$ cat src/rtl/upsdc_pkg.sv
`timescale 1ns / 1ps

package upsdc_pkg;

    localparam int CfgAddrW = 3;
    localparam int CfgDataW = 32;

    localparam logic RegDcCoeff = 1'b0;
    localparam logic RegGain    = 1'b1;

    localparam logic [15:0] DcCoeffRst = 16'd65208;
    localparam logic [11:0] GainRst    = 12'd384;

    localparam int MulAW    = 24;
    localparam int MulBW    = 25;
    localparam int ProdW    = MulAW + MulBW;
    localparam int DivShift = 24;
    localparam int YW       = 48;

    localparam logic signed [15:0] PcmMax = 16'sh7fff;
    localparam logic signed [15:0] PcmMin = 16'sh8000;

    typedef struct packed {
        logic signed [15:0] pcm_in;
        logic               clear_history;
    } t_in_item;

    typedef struct packed {
        logic signed [15:0] pcm_out;
        logic               last;
    } t_out_item;

    typedef struct packed {
        logic [15:0] dc_coeff;
        logic [11:0] gain;
    } t_cfg;

endpackage

$ cat src/rtl/upsdc_mul.sv
`timescale 1ns / 1ps

module upsdc_mul (
    input  logic                        i_clk,
    input  logic [upsdc_pkg::MulAW-1:0] i_a,
    input  logic [upsdc_pkg::MulBW-1:0] i_b,
    output logic [upsdc_pkg::ProdW-1:0] o_prod
);
    import upsdc_pkg::*;

    logic [ProdW-1:0] r_prod;

    always_ff @(posedge i_clk) begin
        r_prod <= ProdW'(i_a) * ProdW'(i_b);
    end

    assign o_prod = r_prod;

endmodule

$ cat src/rtl/upsdc_cfg.sv
`timescale 1ns / 1ps

module upsdc_cfg (
    input  logic                           i_clk,
    input  logic                           i_rst_n,
    input  logic                           psel,
    input  logic                           penable,
    input  logic                           pwrite,
    input  logic [upsdc_pkg::CfgAddrW-1:0] paddr,
    input  logic [upsdc_pkg::CfgDataW-1:0] pwdata,
    output logic [upsdc_pkg::CfgDataW-1:0] prdata,
    output logic                           pready,
    output upsdc_pkg::t_cfg                o_cfg
);
    import upsdc_pkg::*;

    logic [15:0] r_dc_coeff;
    logic [11:0] r_gain;
    logic        w_wr;

    assign pready = 1'b1;
    assign w_wr   = psel && penable && pwrite && pready;

    always_ff @(posedge i_clk) begin
        if (!i_rst_n) begin
            r_dc_coeff <= DcCoeffRst;
            r_gain     <= GainRst;
        end else if (w_wr) begin
            unique case (paddr[2])
                RegDcCoeff: r_dc_coeff <= pwdata[15:0];
                RegGain:    r_gain     <= pwdata[11:0];
                default:    ;
            endcase
        end
    end

    always_comb begin
        unique case (paddr[2])
            RegDcCoeff: prdata = {16'b0, r_dc_coeff};
            RegGain:    prdata = {20'b0, r_gain};
            default:    prdata = '0;
        endcase
    end

    assign o_cfg = '{dc_coeff: r_dc_coeff, gain: r_gain};

endmodule

$ cat src/rtl/upsdc_core.sv
`timescale 1ns / 1ps

module upsdc_core #(
    parameter int UPSAMPLE_FACTOR = 6
) (
    input  logic                 i_clk,
    input  logic                 i_rst_n,
    input  upsdc_pkg::t_cfg      i_cfg,
    input  logic                 i_in_valid,
    output logic                 o_in_stall,
    input  upsdc_pkg::t_in_item  i_in_data,
    output logic                 o_out_valid,
    input  logic                 i_out_stall,
    output upsdc_pkg::t_out_item o_out_data
);
    import upsdc_pkg::*;

    localparam int NumW = 18 + $clog2(UPSAMPLE_FACTOR);
    localparam int CntW = (UPSAMPLE_FACTOR > 1) ? $clog2(UPSAMPLE_FACTOR) : 1;
    localparam logic [CntW-1:0] CntLast = CntW'(UPSAMPLE_FACTOR - 1);
    localparam logic [MulBW-1:0] DivRecip =
        MulBW'(((1 << DivShift) + UPSAMPLE_FACTOR - 1) / UPSAMPLE_FACTOR);

    typedef enum logic [11:0] {
        ST_IDLE  = 12'b0000_0000_0001,
        ST_DIV   = 12'b0000_0000_0010,
        ST_FBL   = 12'b0000_0000_0100,
        ST_FBH   = 12'b0000_0000_1000,
        ST_FBSUM = 12'b0000_0001_0000,
        ST_YFIN  = 12'b0000_0010_0000,
        ST_MAG   = 12'b0000_0100_0000,
        ST_GL    = 12'b0000_1000_0000,
        ST_GH    = 12'b0001_0000_0000,
        ST_GSUM  = 12'b0010_0000_0000,
        ST_SAT   = 12'b0100_0000_0000,
        ST_OUT   = 12'b1000_0000_0000
    } t_state;

    t_state r_state, n_state;

    logic signed [NumW-1:0] r_num;
    logic signed [16:0]     r_d;
    logic [CntW-1:0]        r_cnt;
    logic signed [15:0]     r_prev;
    logic                   r_prev_valid;
    logic                   r_xneg;
    logic signed [15:0]     r_x;
    logic signed [15:0]     r_xlast;
    logic signed [16:0]     r_diff;
    logic [ProdW-1:0]       r_acc;
    logic signed [YW-1:0]   r_y;
    logic [YW-1:0]          r_ymag;
    logic                   r_yneg;
    logic signed [15:0]     r_pcm;
    logic                   r_last;

    logic                   w_accept;
    logic                   w_out_take;
    logic signed [15:0]     w_start;
    logic signed [16:0]     w_d;
    logic signed [NumW-1:0] w_num0;
    logic [NumW-1:0]        w_num_abs;
    logic [16:0]            w_q;
    logic [16:0]            w_xq;
    logic [63:0]            w_fbsum;
    logic signed [48:0]     w_diff_ext;
    logic signed [48:0]     w_fb_ext;
    logic signed [48:0]     w_ysum;
    logic [YW-1:0]          w_ysat;
    logic [YW-1:0]          w_ymag;
    logic [36:0]            w_zmag;
    logic [36:0]            w_zacc;
    logic signed [15:0]     w_pcm;
    logic [MulAW-1:0]       w_mul_a;
    logic [MulBW-1:0]       w_mul_b;
    logic [ProdW-1:0]       w_prod;

    upsdc_mul u_mul (
        .i_clk  (i_clk),
        .i_a    (w_mul_a),
        .i_b    (w_mul_b),
        .o_prod (w_prod)
    );

    assign w_accept   = i_in_valid && (r_state == ST_IDLE);
    assign w_out_take = (r_state == ST_OUT) && !i_out_stall;

    assign w_start = (i_in_data.clear_history || !r_prev_valid) ? i_in_data.pcm_in : r_prev;
    assign w_d     = {i_in_data.pcm_in[15], i_in_data.pcm_in} - {w_start[15], w_start};
    assign w_num0  = NumW'(w_start) * NumW'(UPSAMPLE_FACTOR) + NumW'(w_d);

    assign w_num_abs = r_num[NumW-1] ? NumW'(-r_num) : NumW'(r_num);
    assign w_q       = w_prod[DivShift +: 17];
    assign w_xq      = r_xneg ? (17'd0 - w_q) : w_q;

    assign w_fbsum = {w_prod[39:0], 24'b0} + {24'b0, r_acc[39:0]};

    assign w_diff_ext = {{16{r_diff[16]}}, r_diff, 16'b0};
    assign w_fb_ext   = {1'b0, r_acc[YW-1:0]};
    assign w_ysum     = r_yneg ? (w_diff_ext - w_fb_ext) : (w_diff_ext + w_fb_ext);
    assign w_ysat     = (w_ysum[48] != w_ysum[47])
                        ? (w_ysum[48] ? {1'b1, 47'b0} : {1'b0, {47{1'b1}}})
                        : w_ysum[YW-1:0];

    assign w_ymag = r_y[YW-1] ? YW'(-r_y) : YW'(r_y);

    assign w_zmag = {1'b0, w_prod[35:0]} + 37'(r_acc[ProdW-1:24]);
    assign w_zacc = r_acc[36:0];

    always_comb begin
        if (!r_yneg) begin
            w_pcm = (w_zacc > 37'd32767) ? PcmMax : signed'(w_zacc[15:0]);
        end else begin
            w_pcm = (w_zacc > 37'd32768) ? PcmMin : signed'(16'd0 - w_zacc[15:0]);
        end
    end

    always_comb begin
        w_mul_a = '0;
        w_mul_b = '0;
        unique case (r_state)
            ST_DIV: begin
                w_mul_a = MulAW'(w_num_abs);
                w_mul_b = DivRecip;
            end
            ST_FBL: begin
                w_mul_a = r_ymag[23:0];
                w_mul_b = MulBW'(i_cfg.dc_coeff);
            end
            ST_FBH: begin
                w_mul_a = r_ymag[47:24];
                w_mul_b = MulBW'(i_cfg.dc_coeff);
            end
            ST_GL: begin
                w_mul_a = r_ymag[23:0];
                w_mul_b = MulBW'(i_cfg.gain);
            end
            ST_GH: begin
                w_mul_a = r_ymag[47:24];
                w_mul_b = MulBW'(i_cfg.gain);
            end
            default: ;
        endcase
    end

    always_comb begin
        n_state = r_state;
        unique case (r_state)
            ST_IDLE:  if (w_accept) n_state = ST_DIV;
            ST_DIV:   n_state = ST_FBL;
            ST_FBL:   n_state = ST_FBH;
            ST_FBH:   n_state = ST_FBSUM;
            ST_FBSUM: n_state = ST_YFIN;
            ST_YFIN:  n_state = ST_MAG;
            ST_MAG:   n_state = ST_GL;
            ST_GL:    n_state = ST_GH;
            ST_GH:    n_state = ST_GSUM;
            ST_GSUM:  n_state = ST_SAT;
            ST_SAT:   n_state = ST_OUT;
            ST_OUT:   if (w_out_take) n_state = r_last ? ST_IDLE : ST_DIV;
            default:  n_state = ST_IDLE;
        endcase
    end

    always_ff @(posedge i_clk) begin
        if (!i_rst_n) begin
            r_state      <= ST_IDLE;
            r_cnt        <= '0;
            r_prev       <= '0;
            r_prev_valid <= 1'b0;
            r_xlast      <= '0;
            r_y          <= '0;
            r_ymag       <= '0;
            r_yneg       <= 1'b0;
        end else begin
            r_state <= n_state;
            if (w_accept) begin
                r_cnt        <= '0;
                r_prev       <= i_in_data.pcm_in;
                r_prev_valid <= 1'b1;
                if (i_in_data.clear_history) begin
                    r_xlast <= '0;
                    r_y     <= '0;
                    r_ymag  <= '0;
                    r_yneg  <= 1'b0;
                end
            end
            if (r_state == ST_FBSUM) begin
                r_xlast <= r_x;
            end
            if (r_state == ST_YFIN) begin
                r_y <= w_ysat;
            end
            if (r_state == ST_MAG) begin
                r_ymag <= w_ymag;
                r_yneg <= r_y[YW-1];
            end
            if (w_out_take && !r_last) begin
                r_cnt <= r_cnt + 1'b1;
            end
        end
    end

    always_ff @(posedge i_clk) begin
        if (w_accept) begin
            r_num <= w_num0;
            r_d   <= w_d;
        end
        if (w_out_take) begin
            r_num <= r_num + NumW'(r_d);
        end
        unique case (r_state)
            ST_DIV:   r_xneg <= r_num[NumW-1];
            ST_FBL:   r_x    <= w_xq[15:0];
            ST_FBH:   r_acc  <= w_prod;
            ST_FBSUM: begin
                r_acc  <= ProdW'(w_fbsum[63:16]);
                r_diff <= {r_x[15], r_x} - {r_xlast[15], r_xlast};
            end
            ST_GH:    r_acc <= w_prod;
            ST_GSUM:  r_acc <= ProdW'(w_zmag);
            ST_SAT: begin
                r_pcm  <= w_pcm;
                r_last <= (r_cnt == CntLast);
            end
            default: ;
        endcase
    end

    assign o_in_stall  = (r_state != ST_IDLE);
    assign o_out_valid = (r_state == ST_OUT);
    assign o_out_data  = '{pcm_out: r_pcm, last: r_last};

endmodule

$ cat src/rtl/upsample_dc_block_gain_unit.sv
`timescale 1ns / 1ps

// Channel   Handshake                     Payload
// input     i_in_valid / o_in_stall       i_in_data  (pcm_in, clear_history)
// output    o_out_valid / i_out_stall     o_out_data (pcm_out, last)
// config    psel penable pwrite pready    paddr, pwdata, prdata
//
// Each output sample steps through DIV, FBL, FBH, FBSUM, YFIN, MAG, GL, GH,
// GSUM, SAT and OUT, using one shared 24x25 multiplier, and waits in OUT on
// i_out_stall; an input item gives UPSAMPLE_FACTOR samples. The input is
// stalled from acceptance until its last sample is taken. Synchronous
// active-low reset clears history and filter state, presets config regs.

module upsample_dc_block_gain_unit #(
    parameter int UPSAMPLE_FACTOR = 6
) (
    input  logic                           i_clk,
    input  logic                           i_rst_n,
    input  logic                           i_in_valid,
    output logic                           o_in_stall,
    input  upsdc_pkg::t_in_item            i_in_data,
    output logic                           o_out_valid,
    input  logic                           i_out_stall,
    output upsdc_pkg::t_out_item           o_out_data,
    input  logic                           psel,
    input  logic                           penable,
    input  logic                           pwrite,
    input  logic [upsdc_pkg::CfgAddrW-1:0] paddr,
    input  logic [upsdc_pkg::CfgDataW-1:0] pwdata,
    output logic [upsdc_pkg::CfgDataW-1:0] prdata,
    output logic                           pready
);
    import upsdc_pkg::*;

    t_cfg w_cfg;

    upsdc_cfg u_cfg (
        .i_clk   (i_clk),
        .i_rst_n (i_rst_n),
        .psel    (psel),
        .penable (penable),
        .pwrite  (pwrite),
        .paddr   (paddr),
        .pwdata  (pwdata),
        .prdata  (prdata),
        .pready  (pready),
        .o_cfg   (w_cfg)
    );

    upsdc_core #(
        .UPSAMPLE_FACTOR (UPSAMPLE_FACTOR)
    ) u_core (
        .i_clk       (i_clk),
        .i_rst_n     (i_rst_n),
        .i_cfg       (w_cfg),
        .i_in_valid  (i_in_valid),
        .o_in_stall  (o_in_stall),
        .i_in_data   (i_in_data),
        .o_out_valid (o_out_valid),
        .i_out_stall (i_out_stall),
        .o_out_data  (o_out_data)
    );

endmodule
$ cat config.mk
export PLATFORM = sky130hd
export DESIGN_NAME = upsample_dc_block_gain_unit
export DESIGN_NICKNAME = d
export VERILOG_FILES = /design/src/rtl/upsdc_pkg.sv /design/src/rtl/upsdc_mul.sv /design/src/rtl/upsdc_cfg.sv /design/src/rtl/upsdc_core.sv /design/src/rtl/upsample_dc_block_gain_unit.sv
export SDC_FILE = /design/constraint.sdc
export NUM_CORES = 2
export LEC_CHECK = 0
export ABC_AREA = 1
export BUFFER_PORTS_ARGS = -buffer_cell sky130_fd_sc_hd__buf_2
export CORE_MARGIN = 10
export CORE_UTILIZATION = 47
export DETAILED_ROUTE_END_ITERATION = 6
export MAX_ROUTING_LAYER = met4
export PLACE_DENSITY = 0.66
export SYNTH_ARGS = -nofsm -noshare
export SYNTH_HDL_FRONTEND = slang
export SYNTH_SLANG_ARGS = --single-unit
$ cat constraint.sdc
create_clock -name i_clk -period 16.6 [get_ports i_clk]
set_clock_uncertainty 0.2 [all_clocks]
set_input_delay 1.66 -clock i_clk [delete_from_list [all_inputs] [get_ports i_clk]]
set_output_delay 1.66 -clock i_clk [all_outputs]
set_load 0.1 [all_outputs]
Word-level counts from Yosys, hierarchy flattened
Cells that the tools add are included.
{ "totals": {"memories": 0, "mem_bits_ro": 0, "mem_bits_rw": 0, "latchBits": 0, "ff_bits": 357} }
{ "op_classes": {"muxes": 32, "bitwise_logic": 1, "n_mul": 2, "div_mod_pow": 0, "n_eq_ne": 17, "shift": 0, "n_reduce_logical": 28, "n_lt_le_gt_ge": 2, "n_addsub": 13} }
{ "ops": {"columns": ["operator", "n"], "rows": [
  ["two-way mux 48 bit", 7],
  ["one-hot mux 49 bit (3 select lines)", 1],
  ["one-hot mux 12 bit (12 select lines)", 1],
  ["two-way mux 16 bit", 8],
  ["one-hot mux 24 bit (3 select lines)", 1],
  ["one-hot mux 22 bit (3 select lines)", 1],
  ["adder 64 x 40 -> 64 bit", 1],
  ["one-hot mux 32 bit (2 select lines)", 1],
  ["two-way mux 21 bit", 3],
  ["adder 33 x 49 -> 49 bit", 1],
  ["two-way mux 49 bit", 1],
  ["subtractor 33 x 49 -> 49 bit", 1],
  ["negation 48 bit", 1],
  ["multiplier 24 x 22 -> 46 bit", 1],
  ["adder 36 x 25 -> 37 bit", 1],
  ["greater-than comparator 37 x 15 -> 1 bit (second input constant)", 1],
  ["greater-than comparator 37 x 16 -> 1 bit (second input constant)", 1],
  ["subtractor 16 x 16 -> 17 bit", 2],
  ["subtractor 1 x 16 -> 16 bit (first input constant)", 2],
  ["two-way mux 12 bit", 2],
  ["adder 20 x 17 -> 21 bit", 1],
  ["adder 21 x 17 -> 21 bit", 1],
  ["negation 21 bit", 1],
  ["multiplier 16 x 3 -> 19 bit (second input constant)", 1],
  ["28 further kinds", 53]
]} }

Logic depth before layout (Yosys ltp)
{ "depth": {"ltp_word": 7, "depth_mapped": 40} }

Modules after synthesis
A second synthesis with hierarchy kept.
{ "unflattened": {"hier_cells": 7100, "area_unflattened_um2": 49617.6} }
{ "modules_own_cells": {"columns": ["mod", "cells_each", "area_each_um2", "instances"], "rows": [
  ["upsdc_core", 3825, 25813.5, 1],
  ["upsdc_mul", 3054, 22351.4, 1],
  ["upsdc_cfg", 221, 1452.6, 1]
]} }

Worst setup path after synthesis
No wires, ideal clock.
{ "synth_path": {"path_type": "register to register", "start": "register u_core.r_state[4]", "end": "register u_core.u_mul.r_prod[23], in the netlist u_core.u_mul.o_prod[23]", "setup_time_ns": 0.072, "stages_incl_launch_ff": 35, "path_buffers": 2, "required_time_ns": 16.328, "path_slack_ns": 8.602, "arrival_ns": 7.726, "cell_sequence": "dfxtp_1 nor2_2 nand2_1 nor2_4 inv_2 nor4_4 inv_2 nand2_4 inv_2 buf_6 o21ai_2 buf_2 nand2_1 fa_1 inv_1 fa_1 inv_1 fa_1 inv_1 fa_1 inv_1 fa_1 inv_1 fa_1 inv_1 fa_1 inv_1 ha_1 a21oi_1 inv_1 a31oi_1 a21boi_0 o21ai_0 a21oi_1 xnor2_1"} }
{ "synth_between": {"elab_chain_len": 4} }
{ "synth_rtl": {"columns": ["element", "line", "text"], "rows": [
  ["start, declared", "upsdc_core.sv:39", "t_state r_state, n_state;"],
  ["start signal, assigned", "upsdc_core.sv:176", "r_state <= n_state;"],
  ["== test 12 x 4 -> 1 bit, or another cell as far along", "upsdc_core.sv:121", "unique case (r_state)"],
  ["OR reduction 2 bit (no source line)", null, null],
  ["one-hot mux 24 bit (3 select lines) / one-hot mux 22 bit (3 select lines) (equally long branches)", "upsdc_core.sv:121", null],
  ["multiplier 24 x 22 -> 46 bit *", "upsdc_mul.sv:14", "r_prod <= ProdW'(i_a) * ProdW'(i_b);"],
  ["end signal, assigned", "upsdc_mul.sv:14", null],
  ["end, declared", "upsdc_mul.sv:11", "logic [ProdW-1:0] r_prod;"]
]} }
Every way passes the cells marked *; elsewhere a longest branch is shown, timed or not.
A chain may end at the register's enable or synchronous reset.

Final worst setup path
{ "layout_path": {"start": "register u_core.r_state[9]", "end": "register u_core.u_mul.r_prod[45], in the netlist u_core.u_mul.o_prod[45]"} }
The elaborated chain is that of the path after synthesis.

==> run_results.csv <==
group,metric,value,unit
outcome,outcome,"finished clean",
cells_and_area,fill_cells,9217,
floorplan,die_area,0.106,mm²
placement,dpl.hpwl,122000,µm
sta,fmax,104,MHz
critical_path,critPathBufInv,8,
worst_hold_path,hold_class,"flip-flop to flip-flop",
critical_path,slowest_stage,"nor4_4",
pwr,power_leakage,23.3,nW
placement,gp_congestion,1.04,
grt,antenna_found_initial,4,
cells_and_area,fin_util,0.507,
drt,ant_nets,0,
clock_tree,htree_num_levels,2,
placement,dp_cells,7344,
sta,worstMarginPinSlew,1.16,ns
floorplan,die_height,325,µm
logic_synthesis,synth_mux_area_frac,0,
logic_synthesis,ys_seq_area_frac,0.194,
critical_path,required,16.90,ns
pwr,peakVddDrop,93.1,µV
sta,holdWs,0.258,ns
placement,place_area,0.0451,mm²
floorplan,start_util,0.476,
floorplan,io_pins,111,
logic_synthesis,ys_top_cells_by_count,"nand2_1 (1456), inv_1 (1191), nor2_1 (479), a21oi_1 (449), ha_1 (398)",
logic_synthesis,yosysWarnings,0,
floorplan,fp.dieW,325,µm
worst_hold_path,holdPathEnd,"u_core.r_prev[0]",
cells_and_area,layout.cells.non_filler,7425,
logic_synthesis,synth_top_family_by_area,"adder cells",
grt,grt_overflow,0,
critical_path,end_kind,"flip-flop",
cells_and_area,nNetsFinal,6975,
clock_tree,ctsResizeCount,0,
clock_tree,hold_buffers,0,
logic_synthesis,ys.flop_type,"dfxtp_1",
clock_tree,clock-sinks,356,
critical_path,cp-start-kind,"flip-flop",
logic_synthesis,post-synth-top-count-cell,"nand2_1",
logic_synthesis,yosysTopAreaCellShare,0.171,
logic_synthesis,synth_compound_area_frac,0.126,
cells_and_area,drive_above_1_share,0.0474,
sta,finalCritPeriodShare,0.579,
logic_synthesis,syn-cell-area,0.0437,mm²
logic_synthesis,yosys.area_share.adder,0.285,
pwr,p_int,2.35,mW
logic_synthesis,synth_xor_area_frac,0.0326,
critical_path,crit_arrival,9.90,ns
placement,dpl_worst_slack,7.13,ns
critical_path,max_stage_delay,0.84,ns
sta,maxSlewHeadroom,0.226,
clock_tree,clock-root-buffer,"clkbuf_16",
clock_tree,path_clk_slew,0.06,ns
critical_path,r2r_slack,7.00,ns
floorplan,num_rows,111,
sta,layout_setup_ws,7.00,ns
critical_path,r2r-start,"u_core.r_state[9]",
logic_synthesis,yosysTopAreaCell,"fa_1",
logic_synthesis,yosys.area_share.simple,0.235,
critical_path,crit_family,"adder cells",
critical_path,path_common_cell,"fa_1",
placement,port-buffer-count,75,
cells_and_area,area_delta_synth_final,6.49,%
pwr,p_seq_frac,0.284,
logic_synthesis,syn_area_per_cell,7.11,µm²
clock_tree,clock_latency,0.63,ns
drt,drt_pass1_iterations,5,
flow_run,cap_violations,0,
drt,via_count,39900,
drt,drcViolationCount,0,
clock_tree,post_cts_buffers,0,
sta,finalSetupTns,0,ns
pwr,sw_frac_of_total,0.451,
drt,drtIter0Drc,3558,
pwr,total_power,4.28,mW
drt,drt_wl_total,147000,µm
critical_path,reg2reg_to,"u_core.u_mul.o_prod[45]",
logic_synthesis,synth-seq-cells,356,
sta,setup_viol,0,
grt,grt_pass1_vias,39100,
pwr,p_switching,1.93,mW
pwr,power.density,91.8,mW/mm²
grt,grt_max_degree,72,
sta,finalCriticalPeriod,9.60,ns
sta,drv_slew,0,
worst_hold_path,hold_depth,2,
worst_hold_path,hold_start,"u_core.r_prev[0]",
logic_synthesis,synth-edff-count,137,
logic_synthesis,synth_cell_types,68,
clock_tree,cts_tree,"done",
cells_and_area,final_area,0.0466,mm²
clock_tree,clockBufferDepth,3,
logic_synthesis,async_reset_ff_frac,0,
sta,finalHoldViolCount,0,
critical_path,crit_type,"flip-flop to flip-flop",
pwr,p_comb_frac,0.487,
sta,rsz0062_at_grt,"false",
pwr,pwr-share-clk,0.229,
grt,grt_usage,0.280,
critical_path,reg2regPathDepth,32,
floorplan,fp.coreArea,0.0919,mm²
drt,wl_per_cell,19.8,µm
logic_synthesis,synthCells,6154,
logic_synthesis,yosys-top-cells-area,"fa_1 (17%), nand2_1 (12%), ha_1 (11%), inv_1 (10%), dfxtp_1 (10%)",
critical_path,cp_max_fo,22,
clock_tree,cts_buffers,42,
grt,grt_pass1_wl,227000,µm
drt,via_per_inst,5.38,
registers in the layout, summed over array words and instances (netlist names):
signal / cells
u_core.r_ymag: 48
u_cfg.r_gain: 12
u_core.r_xneg: 1
u_core.r_diff: 17
u_core.r_prev_valid: 1
u_core.r_y: 48
u_core.r_prev: 16
u_core.r_xlast: 16
u_core.r_acc: 48
u_core.r_yneg: 1
u_core.u_mul.o_prod: 46
u_core.r_last: 1
u_cfg.r_dc_coeff: 16
u_core.r_d: 17
u_core.r_pcm: 16
u_core.r_x: 16
u_core.r_cnt: 3
u_core.r_num: 21
u_core.r_state: 12
worst max path at each step:
| stage | endpoint | cells past startpoint | slack [ns] | startpoint |
|---|---|---|---|---|
| after detailed placement | u_core.u_mul.o_prod[45] | 32 | 7.13 | u_core.r_state[4] |
| after global placement | u_core.u_mul.o_prod[45] | 32 | 7.18 | u_core.r_state[6] |
| after floorplan | u_core.u_mul.o_prod[23] | 34 | 8.60 | u_core.r_state[4] |
| after CTS | u_core.u_mul.o_prod[45] | 32 | 7.09 | u_core.r_state[4] |
| after global routing | u_core.u_mul.o_prod[39] | 35 | 6.44 | u_core.r_state[9] |
| final | u_core.u_mul.o_prod[45] | 32 | 7.00 | u_core.r_state[9] |
worst reg2reg max path, delay by kind of cell (launching register included):
family,cells,cell delay (ns)
buffers and inverters,8,0.99
xor gates and xnor gates,1,0.08
DFF,1,0.35
AOI/OAI and AO/OA,5,1.11
and+or+nand+nor,10,2.68
adders and majority gates,8,4.06
layout make-up:
class                   count  area [µm²]  share of cell area
inverters                1216        4570              0.0980
repair buffers            121         721              0.0155
well taps                1243        1560              0.0334
clock buffers              59        1220              0.0262
flip-flops and latches    356        8500               0.182
diodes                      3        7.51            0.000161
multi-input cells        4408       29800               0.640
clock inverters            19         221             0.00475
per-layer routing:
metal | part of all wire | track usage | vias to the layer above
met2 | 0.47 | 0.454 | 1292
met3 | 0.059 | 0.0359 | 267
met1 | 0.43 | 0.349 | 18900
met5 | 0 | - | -
met4 | 0.049 | 0.119 | 0
li1 | - | - | 19400
cell families after synthesis:
kind of cell	count (synthesis)
DFF	356
xor gates and xnor gates	163
other	2
buffers and inverters	1414
and+or+nand+nor	2476
AOI/OAI and AO/OA	972
adders and majority gates	771
power groups by stage:
stage	clock, mW	combinational (mW)	sequential (mW)
4_1_cts	0.999	2.06	1.21
6_report	0.981	2.08	1.21
2_1_floorplan	0	1.57	1.15
3_5_place_dp	0	2.05	1.23
5_1_grt	1.03	2.35	1.22
3_3_place_gp	0	2.03	1.23
cell usage in the layout (no fill, tap or decap), types with 8 or more instances in the layout:
master and n:
xor2_1 116, nor4_1 22, or2_2 24, o211ai_1 37, nor2_1 477, conb_1 26
xnor2_1 47, edfxtp_1 137, inv_1 1191, nand2_1 1454, o21a_1 8, and3_1 9
nand4_1 67, o21bai_1 22, buf_4 46, ha_1 398, o21ai_2 9, clkbuf_16 45
nor2_2 16, fa_1 373, clkbuf_1 9, dfxtp_1 218, nand2_2 8, nand3_1 283
a21boi_0 10, a22oi_1 9, a21oi_1 449, nor3_1 83, a31oi_1 31, clkinv_1 10
buf_2 75, a22o_1 13, and2_1 9, a21o_1 14, nand3b_1 9, inv_2 17
o21ai_0 303, o31ai_1 11
Note: power is estimated with default switching activity, not from simulation.
